==> config.mk <==
export PLATFORM = sky130hd
export DESIGN_NAME = smsr_store
export DESIGN_NICKNAME = d
export VERILOG_FILES = /design/src/hw/rtl/smsr_pkg.sv /design/src/hw/rtl/smsr_store.sv
export SDC_FILE = /design/constraint.sdc
export NUM_CORES = 2
export LEC_CHECK = 0
export ABC_AREA = 1
export BUFFER_PORTS_ARGS = -buffer_cell sky130_fd_sc_hd__clkbuf_2
export CORE_AREA = 2 2 419 421
export CTS_CLUSTER_DIAMETER = 200
export DETAILED_ROUTE_END_ITERATION = 6
export DIE_AREA = 0 0 421 423
export PLACE_DENSITY = 0.67
export SLEW_MARGIN = 20
export SYNTH_ARGS = -nofsm -noshare
export SYNTH_HDL_FRONTEND = slang
export SYNTH_SLANG_ARGS = --single-unit
==> constraint.sdc <==
create_clock -name clk -period 5.9 [get_ports clk]
set_clock_uncertainty 0.1 [all_clocks]
set_input_delay 0.885 -clock clk [delete_from_list [all_inputs] [get_ports clk]]
set_output_delay 0.885 -clock clk [all_outputs]
set_load 0.01 [all_outputs]
==> src/hw/rtl/smsr_pkg.sv <==
// Shared types, constants and sizes of the SPI motion sensor register block.
package smsr_pkg;

	localparam int STORE_DEPTH = 256;
	localparam int ADDR_W      = $clog2(STORE_DEPTH);
	localparam int S_TDATA_W   = 144;
	localparam int S_TUSER_W   = 2;
	localparam int M_TDATA_W   = 8;

	localparam logic [1:0] ACT_CS   = 2'd0;
	localparam logic [1:0] ACT_RISE = 2'd1;
	localparam logic [1:0] ACT_FALL = 2'd2;

	localparam logic [7:0] ADDR_GYRO_CFG  = 8'h1B;
	localparam logic [7:0] ADDR_ACCEL_CFG = 8'h1C;
	localparam logic [7:0] ADDR_POWER     = 8'h6B;
	localparam logic [7:0] ADDR_IDENT     = 8'h75;
	localparam logic [7:0] SAMPLE_FIRST   = 8'h3B;
	localparam logic [7:0] SAMPLE_LAST    = 8'h48;
	localparam logic [7:0] IDENT_VALUE    = 8'h68;
	localparam logic [7:0] POWER_RESET    = 8'h40;

	typedef logic [ADDR_W-1:0] store_idx_t;

	typedef struct packed {
		logic [1:0] action;
		logic       cs_level;
		logic       sdi_bit;
	} pin_t;

	typedef struct packed {
		logic signed [20:0] accel_x;
		logic signed [20:0] accel_y;
		logic signed [20:0] accel_z;
		logic signed [20:0] rate_x;
		logic signed [20:0] rate_y;
		logic signed [20:0] rate_z;
		logic signed [15:0] temp_centi;
	} sensor_t;

	// accel x,y,z, temp, rate x,y,z in register order
	typedef logic [6:0][15:0] sample_set_t;

	typedef struct packed {
		logic [1:0] afs;
		logic [1:0] gfs;
	} fs_t;

	typedef struct packed {
		logic       we;
		logic       clr;
		store_idx_t idx;
		logic [7:0] data;
	} store_wr_t;

endpackage

==> src/hw/rtl/smsr_store.sv <==
// Register store: byte memory with per-entry valid bits and shadowed full-scale fields.
module smsr_store (
	input  logic                 clk,
	input  logic                 arst_n,
	input  smsr_pkg::store_wr_t  wr,
	input  smsr_pkg::store_idx_t rd_idx,
	output logic [7:0]           rd_data,
	output smsr_pkg::fs_t        fs
);

	logic [7:0]                      mem [smsr_pkg::STORE_DEPTH];
	logic [7:0]                      rd_q;
	smsr_pkg::store_idx_t            ra_q;
	logic [smsr_pkg::STORE_DEPTH-1:0] valid_q;
	smsr_pkg::fs_t                   fs_q;

	always_ff @(posedge clk) begin
		if (wr.we) mem[wr.idx] <= wr.data;
		rd_q <= (wr.we && (wr.idx == rd_idx)) ? wr.data : mem[rd_idx];
		ra_q <= rd_idx;
	end

	always_ff @(posedge clk or negedge arst_n) begin
		if (!arst_n) begin
			valid_q <= '0;
			fs_q    <= '0;
		end else if (wr.clr) begin
			valid_q <= '0;
			fs_q    <= '0;
		end else if (wr.we) begin
			valid_q[wr.idx] <= 1'b1;
			if (wr.idx == smsr_pkg::ADDR_W'(smsr_pkg::ADDR_ACCEL_CFG)) fs_q.afs <= wr.data[4:3];
			if (wr.idx == smsr_pkg::ADDR_W'(smsr_pkg::ADDR_GYRO_CFG)) fs_q.gfs <= wr.data[4:3];
		end
	end

	// unwritten entries read as their reset value
	assign rd_data = valid_q[ra_q] ? rd_q :
		((ra_q == smsr_pkg::ADDR_W'(smsr_pkg::ADDR_POWER)) ? smsr_pkg::POWER_RESET : 8'h00);
	assign fs      = fs_q;

endmodule

==> flow_summary.ini <==
[sta]
worst_slew_pin_slew_ps = 1153
relSlewSlack = 0.2307
max_freq_ghz = 0.1733
finalSetupTns_ps = 0
slew_violations = 0
fin_hold_ws_ps = 67.82
post-route-min-period_ps = 5770
period_share = 0.9779
setup-violations-final = 0
rsz0062_at_grt = no
hold_viol = 0

[place]
place_congestion = 0.9125
placed_cells = 10520
dp.final_hpwl_mm = 152.1
io_buffers = 39
post_dp_cell_area_um2 = 97630

[power]
seqPwrFrac = 0.518
powerDensity_nw_per_um2 = 328.2
swShare = 0.2302
power_frac_comb = 0.062
p_int_uw = 26600
ir_drop_mv = 0.3482
pwr-share-clk = 0.420
leakage_uw = 0.03735
p_sw_uw = 7956

[setup_path]
crit_family = simple AND/OR/NAND/NOR gates
cp_cell_sequence = buf_4 -> buf_4 -> nor2_1 -> nor2_1 -> o21ai_0 -> nand3_1 -> nand3_1 -> nand2_1 -> nand3_1 -> nand3_1 -> nand2_1 -> nor2_1 -> nor2_2 -> nor2_1 -> clkbuf_2
reg2reg_setup_slack_ps = 5030
required_ps = 4910
arrival_ps = 4780
worst-path-buf-inv = 3
cpPeakStageDelay_ps = 740
critPathMaxFanout = 31
startpoint = ra_q[0]
worst_setup_path_start_kind = register
crit_path_end_kind = output pin
critical_path_class = reg2out
slowest_stage = dfxtp_4
rr_startpoint = valid_q[123]

[drt]
dr_total_vias = 64750
drt_pass1_iterations = 6
wl_mm = 269.7
drt_iter0_drc = 8988
drc_errors = 0
ant_nets = 0
routedWlPerCell_um = 24.59
viasPerCell = 5.905

[layout]
syn_to_final_growth_pct = 10.64
final_area_um2 = 105300
drive_above_1_share = 0.07321
nFillCells = 13560
fin_nets = 8458
final_cells = 10970

[cts]
h-tree-depth = 4
cts_buffer_depth = 3
clkSinkCount = 2316
insertion_delay_ps = 880
cts_buffers = 226
tritoncts = yes
root_buffer = clkbuf_16
path_clk_slew_ps = 70

[logic_synthesis]
yosysWarnings = 0
ys_seq_area_frac = 0.7163
avgSynthCellArea_um2 = 11.15
syn_nets = 8562
ys_types = 33
synth_seq_cells = 2316
synthesis.area_um2 = 95160
synthCells = 8534

[run_status]
outcome = complete, no violations

[global_route]
grt_pass1_wl_mm = 398.9
grtUsageTotal = 0.2994
first_global_vias = 61340
antenna_found_initial = 15
grt_max_degree = 157
grt-ovfl-total = 0

[worst_hold_path]
hold_class = in2reg
worstHoldStart = rd_idx[2]

[floorplanning]
core_um2 = 173200
boundaryPins = 40
fp.dieArea_um2 = 178100
die_y_um = 423
rows = 153
initial_core_util = 0.5493
die_w_um = 421

[run]
drv_cap = 0
cell families (layout without fill, tap and decap cells):
group / Yosys count / in the layout / share of synthesized area
multiplexers: 2 / 2 / 0.0002104
buffers and inverters: 778 / 877 / 0.03638
other: 0 / 7 / 0
AND/OR/NAND/NOR: 4101 / 4101 / 0.1709
flip-flops: 2316 / 2316 / 0.7163
AO/OA/AOI/OAI: 1337 / 1337 / 0.07614
Yosys cell counts:
library cell | count | share of area
dfrtp_1 | 260 | 0.068
inv_2 | 6 | 0.00024
a21boi_1 | 1 | 0.000079
nor2_4 | 1 | 0.00012
buf_2 | 202 | 0.011
inv_1 | 240 | 0.0095
o21ai_0 | 913 | 0.048
nand3_1 | 471 | 0.025
o211ai_1 | 204 | 0.016
or2_2 | 93 | 0.0061
o21ai_1 | 44 | 0.0023
clkinv_1 | 5 | 0.00020
and3_1 | 4 | 0.00026
clkinv_2 | 1 | 0.000053
inv_4 | 1 | 0.000066
clkbuf_1 | 204 | 0.0080
or2_0 | 2 | 0.00013
o22ai_1 | 22 | 0.0014
o21a_1 | 5 | 0.00039
a31oi_1 | 1 | 0.000066
nand2_2 | 1 | 0.000066
buf_6 | 12 | 0.0014
edfxtp_1 | 2048 | 0.65
or2_1 | 5 | 0.00033
nor2_1 | 2377 | 0.094
buf_4 | 52 | 0.0041
a21oi_1 | 147 | 0.0077
nand2_1 | 1140 | 0.045
mux2i_1 | 2 | 0.00021
nor2_2 | 2 | 0.00013
buf_1 | 55 | 0.0022
nor3_1 | 5 | 0.00026
dfxtp_1 | 8 | 0.0017
through the flow:
stage | total power, uW | util | worst slack, ps
2_1_floorplan | 19340 | - | 3060
6_report | 34550 | 0.6077 | 130.5
4_1_cts | 34590 | 0.6072 | 141.4
3_5_place_dp | 20330 | 0.5635 | 1088
3_3_place_gp | 20310 | 0.5635 | 1058
5_1_grt | 35450 | 0.6076 | 132.4
area by class of cell:
class / instances / area [um^2] / area share
sequential: 2316 / 68180 / 0.6475
multi-input combinational: 5440 / 23570 / 0.2238
clock buffer: 323 / 6340 / 0.06022
tap: 2325 / 2909 / 0.02763
timing repair buffer: 192 / 2090 / 0.01985
clock inverter: 108 / 1175 / 0.01116
inverter: 253 / 1001 / 0.009507
antenna: 7 / 17.52 / 0.0001664
timing repair inverter: 1 / 11.26 / 0.0001070
layout by cell type, fill, tap and decap left out, types with 6 or more instances in the layout:
cell type / count
clkbuf_16: 226
bufinv_16: 16
o21ai_0: 913
o211ai_1: 204
or2_2: 93
clkbuf_2: 29
clkbuf_1: 65
edfxtp_1: 2048
buf_12: 49
clkinv_16: 7
buf_4: 98
inv_1: 238
a21oi_1: 147
clkinv_2: 28
nand3_1: 471
diode_2: 7
clkbuf_8: 32
nor2_2: 6
buf_8: 10
nor2_1: 2371
dfrtp_1: 260
nand2_1: 1138
o22ai_1: 22
clkinv_1: 46
inv_2: 6
o21ai_1: 44
what timing repair did:
item                                    in CTS  in global routing
hold endpoints to repair                    50                  0
setup buffers                                0                  1
endpoints found under the setup margin       0                  3
hold buffers                                 5                  0
resized for setup                            0                  1
path summary, 6_finish.rpt:
path / depth (start not counted) / to
worst max-delay path: 15 / rd_data[1]
max in group asynchronous: 3 / valid_q[128]
worst max register to register: 2 / valid_q[123]
worst min register to register: 2 / fs[1]
worst min-delay path: 1 / ra_q[2]
min in group asynchronous: 2 / valid_q[246]
per-layer routing:
| metal | track usage | share of wire | vias to the layer above |
|---|---|---|---|
| met5 | 0 | 0.00020 | - |
| met4 | 0.1179 | 0.040 | 8 |
| met3 | 0.06078 | 0.10 | 553 |
| li1 | - | - | 29100 |
| met1 | 0.4185 | 0.39 | 31760 |
| met2 | 0.4644 | 0.46 | 3323 |
state kept, by name, indices dropped and copies added (netlist names):
register and flops:
ra_q 8, mem 2048, valid_q 256, fs 4
power by group through the flow:
stage | Combinational [uW] | Clock [uW] | Sequential [uW]
floorplan | 1110 | 0 | 18200
finish | 2140 | 14500 | 17900
detailed placement | 2080 | 0 | 18300
global route | 2290 | 15300 | 17900
global placement | 2060 | 0 | 18200
CTS | 2090 | 14600 | 17900
Power figures use the tool's default switching activity.
