===== src/hw/rtl/smsr_pkg.sv =====
// Shared types, constants and sizes of the SPI motion sensor register block.
package smsr_pkg;

	localparam int STORE_DEPTH = 256;
	localparam int ADDR_W      = $clog2(STORE_DEPTH);
	localparam int S_TDATA_W   = 144;
	localparam int S_TUSER_W   = 2;
	localparam int M_TDATA_W   = 8;

	localparam logic [1:0] ACT_CS   = 2'd0;
	localparam logic [1:0] ACT_RISE = 2'd1;
	localparam logic [1:0] ACT_FALL = 2'd2;

	localparam logic [7:0] ADDR_GYRO_CFG  = 8'h1B;
	localparam logic [7:0] ADDR_ACCEL_CFG = 8'h1C;
	localparam logic [7:0] ADDR_POWER     = 8'h6B;
	localparam logic [7:0] ADDR_IDENT     = 8'h75;
	localparam logic [7:0] SAMPLE_FIRST   = 8'h3B;
	localparam logic [7:0] SAMPLE_LAST    = 8'h48;
	localparam logic [7:0] IDENT_VALUE    = 8'h68;
	localparam logic [7:0] POWER_RESET    = 8'h40;

	typedef logic [ADDR_W-1:0] store_idx_t;

	typedef struct packed {
		logic [1:0] action;
		logic       cs_level;
		logic       sdi_bit;
	} pin_t;

	typedef struct packed {
		logic signed [20:0] accel_x;
		logic signed [20:0] accel_y;
		logic signed [20:0] accel_z;
		logic signed [20:0] rate_x;
		logic signed [20:0] rate_y;
		logic signed [20:0] rate_z;
		logic signed [15:0] temp_centi;
	} sensor_t;

	// accel x,y,z, temp, rate x,y,z in register order
	typedef logic [6:0][15:0] sample_set_t;

	typedef struct packed {
		logic [1:0] afs;
		logic [1:0] gfs;
	} fs_t;

	typedef struct packed {
		logic       we;
		logic       clr;
		store_idx_t idx;
		logic [7:0] data;
	} store_wr_t;

endpackage


===== src/hw/rtl/smsr_spi.sv =====
// SPI shift state, command decode and result register.
module smsr_spi (
	input  logic                         clk,
	input  logic                         arst_n,
	input  logic                         beat_valid,
	output logic                         beat_ready,
	input  smsr_pkg::pin_t               pin,
	input  smsr_pkg::sample_set_t        samp,
	input  logic [7:0]                   rd_data,
	output smsr_pkg::store_idx_t         rd_idx,
	output smsr_pkg::store_wr_t          wr,
	output logic                         m_tvalid,
	input  logic                         m_tready,
	output logic [smsr_pkg::M_TDATA_W-1:0] m_tdata
);

	logic       mval_q;
	logic       sel_q, cmd_q, rmode_q, sdo_q, pend_q;
	logic [7:0] ptr_q, sib_q, so_q;
	logic [3:0] ibc_q, obc_q;
	logic       sel_d, cmd_d, rmode_d, sdo_d, pend_d;
	logic [7:0] ptr_d, sib_d, so_d;
	logic [3:0] ibc_d, obc_d;
	logic       fire;
	logic [7:0] so_cur, byte_in, load_addr;
	logic [3:0] ibc_n, obc_n;
	logic       load_en;
	logic [8:0] load_res;

	function automatic logic in_range(logic [7:0] a);
		return ({1'b0, a} < 9'(smsr_pkg::STORE_DEPTH));
	endfunction

	// returns {from store, byte}
	function automatic logic [8:0] load_value(logic [7:0] a, smsr_pkg::sample_set_t s);
		logic [7:0]  off;
		logic [15:0] v;
		logic [8:0]  r;
		off = a - smsr_pkg::SAMPLE_FIRST;
		case (off[3:1])
			3'd0:    v = s[0];
			3'd1:    v = s[1];
			3'd2:    v = s[2];
			3'd3:    v = s[3];
			3'd4:    v = s[4];
			3'd5:    v = s[5];
			3'd6:    v = s[6];
			default: v = 16'h0000;
		endcase
		if (a >= smsr_pkg::SAMPLE_FIRST && a <= smsr_pkg::SAMPLE_LAST) begin
			r = {1'b0, (off[0] ? v[7:0] : v[15:8])};
		end else if (a == smsr_pkg::ADDR_IDENT) begin
			r = {1'b0, smsr_pkg::IDENT_VALUE};
		end else if (in_range(a)) begin
			r = {1'b1, 8'h00};
		end else begin
			r = 9'h000;
		end
		return r;
	endfunction

	assign beat_ready = !mval_q || m_tready;
	assign fire       = beat_valid && beat_ready;
	assign so_cur     = pend_q ? rd_data : so_q;

	always_comb begin
		sel_d     = sel_q;
		cmd_d     = cmd_q;
		rmode_d   = rmode_q;
		sdo_d     = sdo_q;
		ptr_d     = ptr_q;
		sib_d     = sib_q;
		ibc_d     = ibc_q;
		obc_d     = obc_q;
		so_d      = so_cur;
		pend_d    = 1'b0;
		wr        = '0;
		load_en   = 1'b0;
		load_addr = ptr_q;
		byte_in   = {sib_q[6:0], pin.sdi_bit};
		ibc_n     = ibc_q + 4'd1;
		obc_n     = obc_q + 4'd1;
		if (fire) begin
			case (pin.action)
				smsr_pkg::ACT_CS: begin
					sel_d   = !pin.cs_level;
					cmd_d   = 1'b0;
					rmode_d = 1'b0;
					ptr_d   = 8'h00;
					sib_d   = 8'h00;
					ibc_d   = 4'd0;
					so_d    = 8'hFF;
					obc_d   = 4'd0;
					sdo_d   = 1'b1;
				end
				smsr_pkg::ACT_FALL: begin
					if (sel_q && rmode_q && cmd_q) sdo_d = so_cur[3'd7 - obc_q[2:0]];
				end
				smsr_pkg::ACT_RISE: begin
					if (sel_q) begin
						sib_d = byte_in;
						ibc_d = ibc_n;
						if (rmode_q && cmd_q) begin
							obc_d = obc_n;
							if (obc_n >= 4'd8) begin
								load_en   = 1'b1;
								load_addr = ptr_q;
								ptr_d     = ptr_q + 8'd1;
								obc_d     = 4'd0;
							end
						end
						if (ibc_n >= 4'd8) begin
							if (!cmd_q) begin
								cmd_d   = 1'b1;
								rmode_d = byte_in[7];
								ptr_d   = {1'b0, byte_in[6:0]};
								if (byte_in[7]) begin
									load_en   = 1'b1;
									load_addr = {1'b0, byte_in[6:0]};
									ptr_d     = {1'b0, byte_in[6:0]} + 8'd1;
									obc_d     = 4'd0;
								end
							end else if (!rmode_q) begin
								if (ptr_q == smsr_pkg::ADDR_POWER && byte_in[7]) begin
									wr.clr = 1'b1;
								end else if (in_range(ptr_q)) begin
									wr.we   = 1'b1;
									wr.idx  = ptr_q[smsr_pkg::ADDR_W-1:0];
									wr.data = byte_in;
								end
								ptr_d = ptr_q + 8'd1;
							end
							sib_d = 8'h00;
							ibc_d = 4'd0;
						end
					end
				end
				default: begin
				end
			endcase
		end
		load_res = load_value(load_addr, samp);
		if (load_en) begin
			if (load_res[8]) pend_d = 1'b1;
			else             so_d   = load_res[7:0];
		end
	end

	assign rd_idx = load_addr[smsr_pkg::ADDR_W-1:0];

	always_ff @(posedge clk or negedge arst_n) begin
		if (!arst_n) begin
			mval_q  <= 1'b0;
			sel_q   <= 1'b0;
			cmd_q   <= 1'b0;
			rmode_q <= 1'b0;
			sdo_q   <= 1'b1;
			pend_q  <= 1'b0;
			ptr_q   <= 8'h00;
			sib_q   <= 8'h00;
			so_q    <= 8'hFF;
			ibc_q   <= 4'd0;
			obc_q   <= 4'd0;
		end else begin
			if (beat_ready) mval_q <= beat_valid;
			sel_q   <= sel_d;
			cmd_q   <= cmd_d;
			rmode_q <= rmode_d;
			sdo_q   <= sdo_d;
			pend_q  <= pend_d;
			ptr_q   <= ptr_d;
			sib_q   <= sib_d;
			so_q    <= so_d;
			ibc_q   <= ibc_d;
			obc_q   <= obc_d;
		end
	end

	assign m_tvalid = mval_q;
	assign m_tdata  = {6'b000000, sel_q, sdo_q};

endmodule


===== config.mk =====
export PLATFORM = sky130hd
export DESIGN_NAME = smsr_spi
export DESIGN_NICKNAME = d
export VERILOG_FILES = /design/src/hw/rtl/smsr_pkg.sv /design/src/hw/rtl/smsr_spi.sv
export SDC_FILE = /design/constraint.sdc
export NUM_CORES = 1
export LEC_CHECK = 0
export BUFFER_PORTS_ARGS = -buffer_cell sky130_fd_sc_hd__buf_2
export CELL_PAD_IN_SITES_DETAIL_PLACEMENT = 0
export CELL_PAD_IN_SITES_GLOBAL_PLACEMENT = 1
export CORE_MARGIN = 3
export CORE_UTILIZATION = 36
export DETAILED_ROUTE_END_ITERATION = 6
export HOLD_SLACK_MARGIN = 0.03
export PLACE_DENSITY = 0.82
export SLEW_MARGIN = 30
export SYNTH_ARGS = -nofsm -noshare
export SYNTH_HDL_FRONTEND = slang
export SYNTH_SLANG_ARGS = --single-unit

===== constraint.sdc =====
create_clock -name clk -period 4.3 [get_ports clk]
set_input_delay 0.645 -clock clk [delete_from_list [all_inputs] [get_ports clk]]
set_output_delay 0.645 -clock clk [all_outputs]
set_load 0.02 [all_outputs]

==> results of run 1 <==
[synth_stat cells, types with 13 or more instances]
cell	instances	area, µm²
a21oi_1	56	280
a221oi_1	14	123
a22o_1	13	114
and2_1	22	138
and3_1	15	93.8
clkbuf_1	32	120
dfrtp_1	28	701
mux2_2	19	214
mux2i_1	28	280
nand2_1	64	240
nand3_1	24	120
nor2_1	58	218
o21ai_0	27	135
[stage by stage]
step	hold WS (ps)	instance area, µm²	util
after floorplan	349	4660	-
after global placement	509	5520	0.449
after detailed placement	504	5520	0.449
after CTS	518	5700	0.463
after global routing	245	5720	0.465
final	231	5720	0.465
[final cells by class]
| class | count | share of cell area |
|---|---|---|
| flip-flops and latches | 37 | 0.164 |
| repair buffers | 172 | 0.161 |
| clock inverters | 2 | 0.00656 |
| well taps | 168 | 0.0368 |
| multi-input cells | 517 | 0.599 |
| clock buffers | 6 | 0.0243 |
| inverters | 13 | 0.00853 |
[logic make-up (layout without fill, tap and decap cells)]
family,count (synthesis),after routing
AOI/OAI and AO/OA,197,197
xor gates and xnor gates,16,16
DFF,37,37
muxes,52,52
adders and majority gates,7,7
and+or+nand+nor,239,239
buffers and inverters,68,193
other,1,6
[registers in the layout (all words and copies together), names as in the netlist]
signal and count:
obc_q 4, ptr_q 8, sel_q 1, m_tvalid 1
so_q 8, rmode_q 1, cmd_q 1, pend_q 1
sib_q 7, sdo_q 1, ibc_q 4
[critical path: stages]
cell and delay (ps):
buf_2 150, and4b_1 290, nand3_2 230, nor2_4 300
mux2i_1 260, inv_1 100, ha_2 220, inv_1 330
buf_4 270, nand2_1 120, o22ai_1 530, a221oi_1 210
a21oi_1 240, a21o_1 140
[placed cells by master, fill, tap and decap left out, drive strengths merged, types with 6 or more instances in the layout]
cell and n:
a21oi 56, o21ai 30, ha 7, dfrtp 28, nor2 59, xor2 8
mux2 22, a22o 13, dfstp 9, nand3 26, nor2b 10, nor3 10
nand2 65, a31oi 6, xnor2 8, and3 15, conb 6, mux2i 28
a221oi 14, buf 172, inv 12, a32oi 10, and2 23, a211oi 8
clkbuf 6, a22oi 8, o22ai 8
[where the power goes]
part	leakage (µW)	switching, µW	internal [µW]	total [µW]
combinational	0.00201	432	314	747
clock	0.0000831	149	290	439
sequential	0.000472	74.9	385	460
total	0.00256	657	989	1650
[metal layers]
| metal | part of all wire | vias to the layer above |
|---|---|---|
| li1 | - | 2555 |
| met1 | 0.43 | 2595 |
| met2 | 0.48 | 288 |
| met3 | 0.077 | 27 |
| met4 | 0.016 | 0 |
| met5 | 0 | - |
[worst max-delay path by stage]
stage | startpoint | to | slack (ps)
3_5_place_dp | pin[3] | so_q[6] | 280
6_report | pin[3] | so_q[4] | 500
4_1_cts | pin[3] | so_q[5] | 560
3_3_place_gp | pin[3] | so_q[4] | 360
5_1_grt | pin[3] | so_q[5] | 170
2_1_floorplan | m_tready | so_q[0] | 40
==> results_dict.tcl, run 1 <==
set metrics [dict create \
    status "finished with violations" \
    violations "design-rule violations" \
    viasPerCell 5.97 \
    antenna_found_initial 0 \
    fin_skew_ps 6.05 \
    synthSimpleGateAreaFrac 0.258 \
    cts-hold-fix-buffers 0 \
    setup_viol 0 \
    final_cell_count_no_fill 915 \
    grt_pass1_vias 5368 \
    vdd_drop_max_mv 0.138 \
    dr.first_iter.drc_count 549 \
    worstReg2RegEnd "so_q[4]" \
    fillers 1291 \
    cts_sinks 37 \
    rr_worst_depth 13 \
    htree_levels 2 \
    ys_seq_elements 37 \
    synth_top_family_by_area "compound AO/OA/AOI/OAI gates" \
    drc 7 \
    netlist_instances 617 \
    syn-cell-area_um2 4640 \
    synthArstFlopShare 1.00 \
    core_um2 12300 \
    drtPass1Iterations 7 \
    rsz0062_at_grt "false" \
    total_power_uw 1650 \
    dpl.cell_count 906 \
    setup_slack_ps 503 \
    endpoint_kind "flop" \
    yosys.area_share.adder 0.0189 \
    period_share 0.883 \
    gr-max-usage-layer "met2" \
    ys_warn_count 0 \
    gp_congestion 0.986 \
    cp-start-kind "primary input" \
    max_freq_ghz 0.263 \
    fin_crit_ps 3800 \
    dieHeight_um 120 \
    timing.rr.start "sib_q[6]" \
    initial_core_util 0.377 \
    required_ps 4520 \
    cts_root_buffer "clkbuf_16" \
    seq_area_um2 937 \
    grt_use_met2 0.386 \
    cp_max_fo 11 \
    overflow 0 \
    cts_setup_buffers 0 \
    tritoncts "built" \
    critPathArrivalTime_ps 4020 \
    areaGrowthSynthToFinish_pct 23.1 \
    wl_um 17600 \
    synth_edf_count 0 \
    synth_xor_area_frac 0.0358 \
    cts_buffers 5 \
    clockBufferDepth 2 \
    dieArea_um2 14300 \
    ios 164 \
    slew_violations 0 \
    drtAntennaViolNets 0 \
    dpl.hpwl_um 13800 \
    crit_type "primary input to flop" \
    die_w_um 120 \
    synth.avg_cell_area_um2 7.53 \
    multi_input_area_um2 3420 \
    ys.flop_type "dfrtp_1" \
    portBuffers 157 \
    post_cts_resized 0 \
    slew_headroom 0.379 \
    p_leak_uw 0.00256 \
    gr-usage-met1 0.328 \
    synth_mux_area_frac 0.124 \
    grt_use_met3 0.0353 \
    rrSetupSlack_ps 580 \
    maxCapViolCount 0 \
    synth_cell_type_count 82 \
    setup_tns_ps 0 \
    hp-class "primary input to asynchronous set/reset pin" \
    seq_area_frac_synth 0.202 \
    grt_pass1_wl_um 28000 \
    grt_max_degree 49 \
    power_density_nw_per_um2 288 \
    rows 40 \
    dp_slack_ps 283 \
    route.vias.total 5465 \
    clock_latency_ps 280 \
    final_nets 881 \
    path_clk_slew_ps 60 \
    wire_per_inst_um 19.2 \
    tightest_slew_ps 929 \
    final_layout_size_suffix_gt1_frac 0.307 \
    diodes 0 \
    synth_compound_area_frac 0.293 \
    grt.total_usage 0.237 \
    hold_viol 0 \
]
No activity file was read; power rests on OpenSTA's default activity.
==> run 2: changes to the inputs <==
--- a/config.mk
+++ b/config.mk
@@ -5,14 +5,16 @@
 export SDC_FILE = /design/constraint.sdc
 export NUM_CORES = 1
 export LEC_CHECK = 0
+export ABC_AREA = 0
 export BUFFER_PORTS_ARGS = -buffer_cell sky130_fd_sc_hd__buf_2
 export CELL_PAD_IN_SITES_DETAIL_PLACEMENT = 0
 export CELL_PAD_IN_SITES_GLOBAL_PLACEMENT = 1
 export CORE_MARGIN = 3
-export CORE_UTILIZATION = 36
+export CORE_UTILIZATION = 37
+export CTS_BUF_LIST = sky130_fd_sc_hd__clkbuf_2
 export DETAILED_ROUTE_END_ITERATION = 6
 export HOLD_SLACK_MARGIN = 0.03
-export PLACE_DENSITY = 0.82
+export PLACE_DENSITY = 0.84
 export SLEW_MARGIN = 30
 export SYNTH_ARGS = -nofsm -noshare
 export SYNTH_HDL_FRONTEND = slang
==> run 2 against run 1 <==
  * Die area down 2.6%
  * The run now ends clean
  * Combinational power about the same
  * First-iteration DRC count down 7.7%
  * Via count about the same
  * Sequential share of layout area up 0.38 points
  * Clock skew up 24 ps
  * Critical path type is now flop to flop
  * Worst hold slack worse by 66 ps
  * Clock-buffer cell count down 1
  * Sequential power about the same
  * Critical path depth down 1
==> results_dict.tcl, run 2 (same netlist as run 1, synthesis figures left out) <==
set metrics [dict create \
    critPathArrivalTime_ps 4020 \
    seq_area_um2 937 \
    cts-hold-fix-buffers 0 \
    viasPerCell 5.97 \
    tightest_slew_ps 920 \
    fin_crit_ps 3690 \
    wl_met3_um 1500 \
    placed_area_um2 5550 \
    finalInstanceArea_um2 5590 \
    endpoint_kind "flop" \
    dp_slack_ps 330 \
    cts_buffers 5 \
    clock_latency_ps 420 \
    wire_per_inst_um 19.6 \
    p_leak_uw 0.00251 \
    cts_sinks 37 \
    drtPass1Iterations 5 \
    critPathMaxStageDelay_ps 550 \
    multi_input_area_um2 3420 \
    hold_viol 0 \
    die_w_um 118 \
    grt_max_degree 53 \
    cts_root_buffer "clkbuf_2" \
    required_ps 4640 \
    path_clk_slew_ps 230 \
    fillers 1276 \
    rows 40 \
    hold_slack_ps 166 \
    critPathBufInv 1 \
    dr.first_iter.drc_count 507 \
    layout_commonest_cell "buf_2" \
    wl_um 18000 \
    critPathSlowestCell "nor2_1" \
    drc 0 \
    crit_start "sel_q" \
    status "finished clean" \
    initial_core_util 0.382 \
    cts_setup_buffers 0 \
    timing.rr.start "sel_q" \
    drtAntennaViolNets 0 \
    areaGrowthSynthToFinish_pct 20.4 \
    route.vias.total 5470 \
    dieArea_um2 13900 \
    clockBufferDepth 2 \
    reg_top3 "ptr_q x8, so_q x8, sib_q x7" \
    final_nets 883 \
    core_um2 12200 \
    cp_max_fo 9 \
    crit_family "simple AND/OR/NAND/NOR gates" \
    slew_violations 0 \
    max_freq_ghz 0.271 \
    grt_pass1_wl_um 28900 \
    routed-wl-met2_um 8370 \
    ios 164 \
    post_cts_resized 0 \
    tritoncts "built" \
    slew_headroom 0.385 \
    final_layout_size_suffix_gt1_frac 0.308 \
    crit_type "flop to flop" \
    wl_met1_um 7650 \
    maxCapViolCount 0 \
    gp_congestion 1.01 \
    path_cells "and4b_1, nand3_2, nor2_4, mux2i_1, inv_1, ha_2, nor2_1, nand2_1, o311ai_0, a221oi_1, o211ai_1, o31ai_1, a211oi_1" \
    rsz0062_at_grt "false" \
    grt.total_usage 0.250 \
    diodes 0 \
    total_power_uw 1380 \
    grt_pass1_vias 5361 \
    vdd_drop_max_mv 0.112 \
    setup_tns_ps 0 \
    hp-class "primary input to asynchronous set/reset pin" \
    period_share 0.857 \
    power_density_nw_per_um2 247 \
    setup_slack_ps 613 \
    layout_common_cells "buf_2, nand2_1, nor2_1, a21oi_1" \
    portBuffers 157 \
    fin_skew_ps 29.9 \
    routed.top_layer "met4" \
    overflow 0 \
    dpl.hpwl_um 14000 \
    antenna_found_initial 0 \
    htree_levels 2 \
    cp-start-kind "flop" \
    dieHeight_um 118 \
    setup_viol 0 \
]
run 2: changes by cell type in the layout (fill, tap and decap cells not counted), sizes merged:
cell    delta
bufinv     -1
clkinv     +2
buf        +2
clkbuf     -1
run 2: layout make-up:
| cell class | instances | area share |
|---|---|---|
| inverters | 13 | 0.00873 |
| clock buffers | 5 | 0.00448 |
| repair buffers | 174 | 0.166 |
| multi-input cells | 517 | 0.612 |
| flip-flops and latches | 37 | 0.168 |
| clock inverters | 3 | 0.00313 |
| well taps | 168 | 0.0376 |
run 2: per-layer routing:
metal / GRT usage / vias to the layer above
met5: 0 / -
met4: 0.0769 / 0
met3: 0.0360 / 38
met2: 0.402 / 323
met1: 0.348 / 2562
li1: - / 2547
run 2: final timing paths:
kind | cells past startpoint | to | slack [ps]
worst max-delay path | 13 | so_q[5] | 610
max in group asynchronous | 1 | sib_q[6] | 3770
worst min register to register | 2 | sdo_q | 530
worst min-delay path | 1 | cmd_q | 170
worst max register to register | 13 | so_q[5] | 610
min in group clk | 2 | sel_q | 390
run 2: metrics by stage:
step                      instances   util
after detailed placement        909  0.456
after floorplan                 622      -
final                           917  0.460
after global placement          909  0.456
after global routing            917  0.460
after CTS                       917  0.459
run 2: worst reg2reg max path, stage by stage (launching register included):
cell and delay (ps):
dfrtp_1 500, and4b_1 270, nand3_2 150, nor2_4 290, mux2i_1 280, inv_1 100, ha_2 290, nor2_1 550
nand2_1 180, o311ai_0 340, a221oi_1 140, o211ai_1 110, o31ai_1 100, a211oi_1 310
run 2: power breakdown:
group	leakage, µW	internal [µW]	switching [µW]
Sequential	0.000472	385	73.8
Combinational	0.00201	312	437
Clock	0.0000287	37.9	134
Total	0.00251	736	645
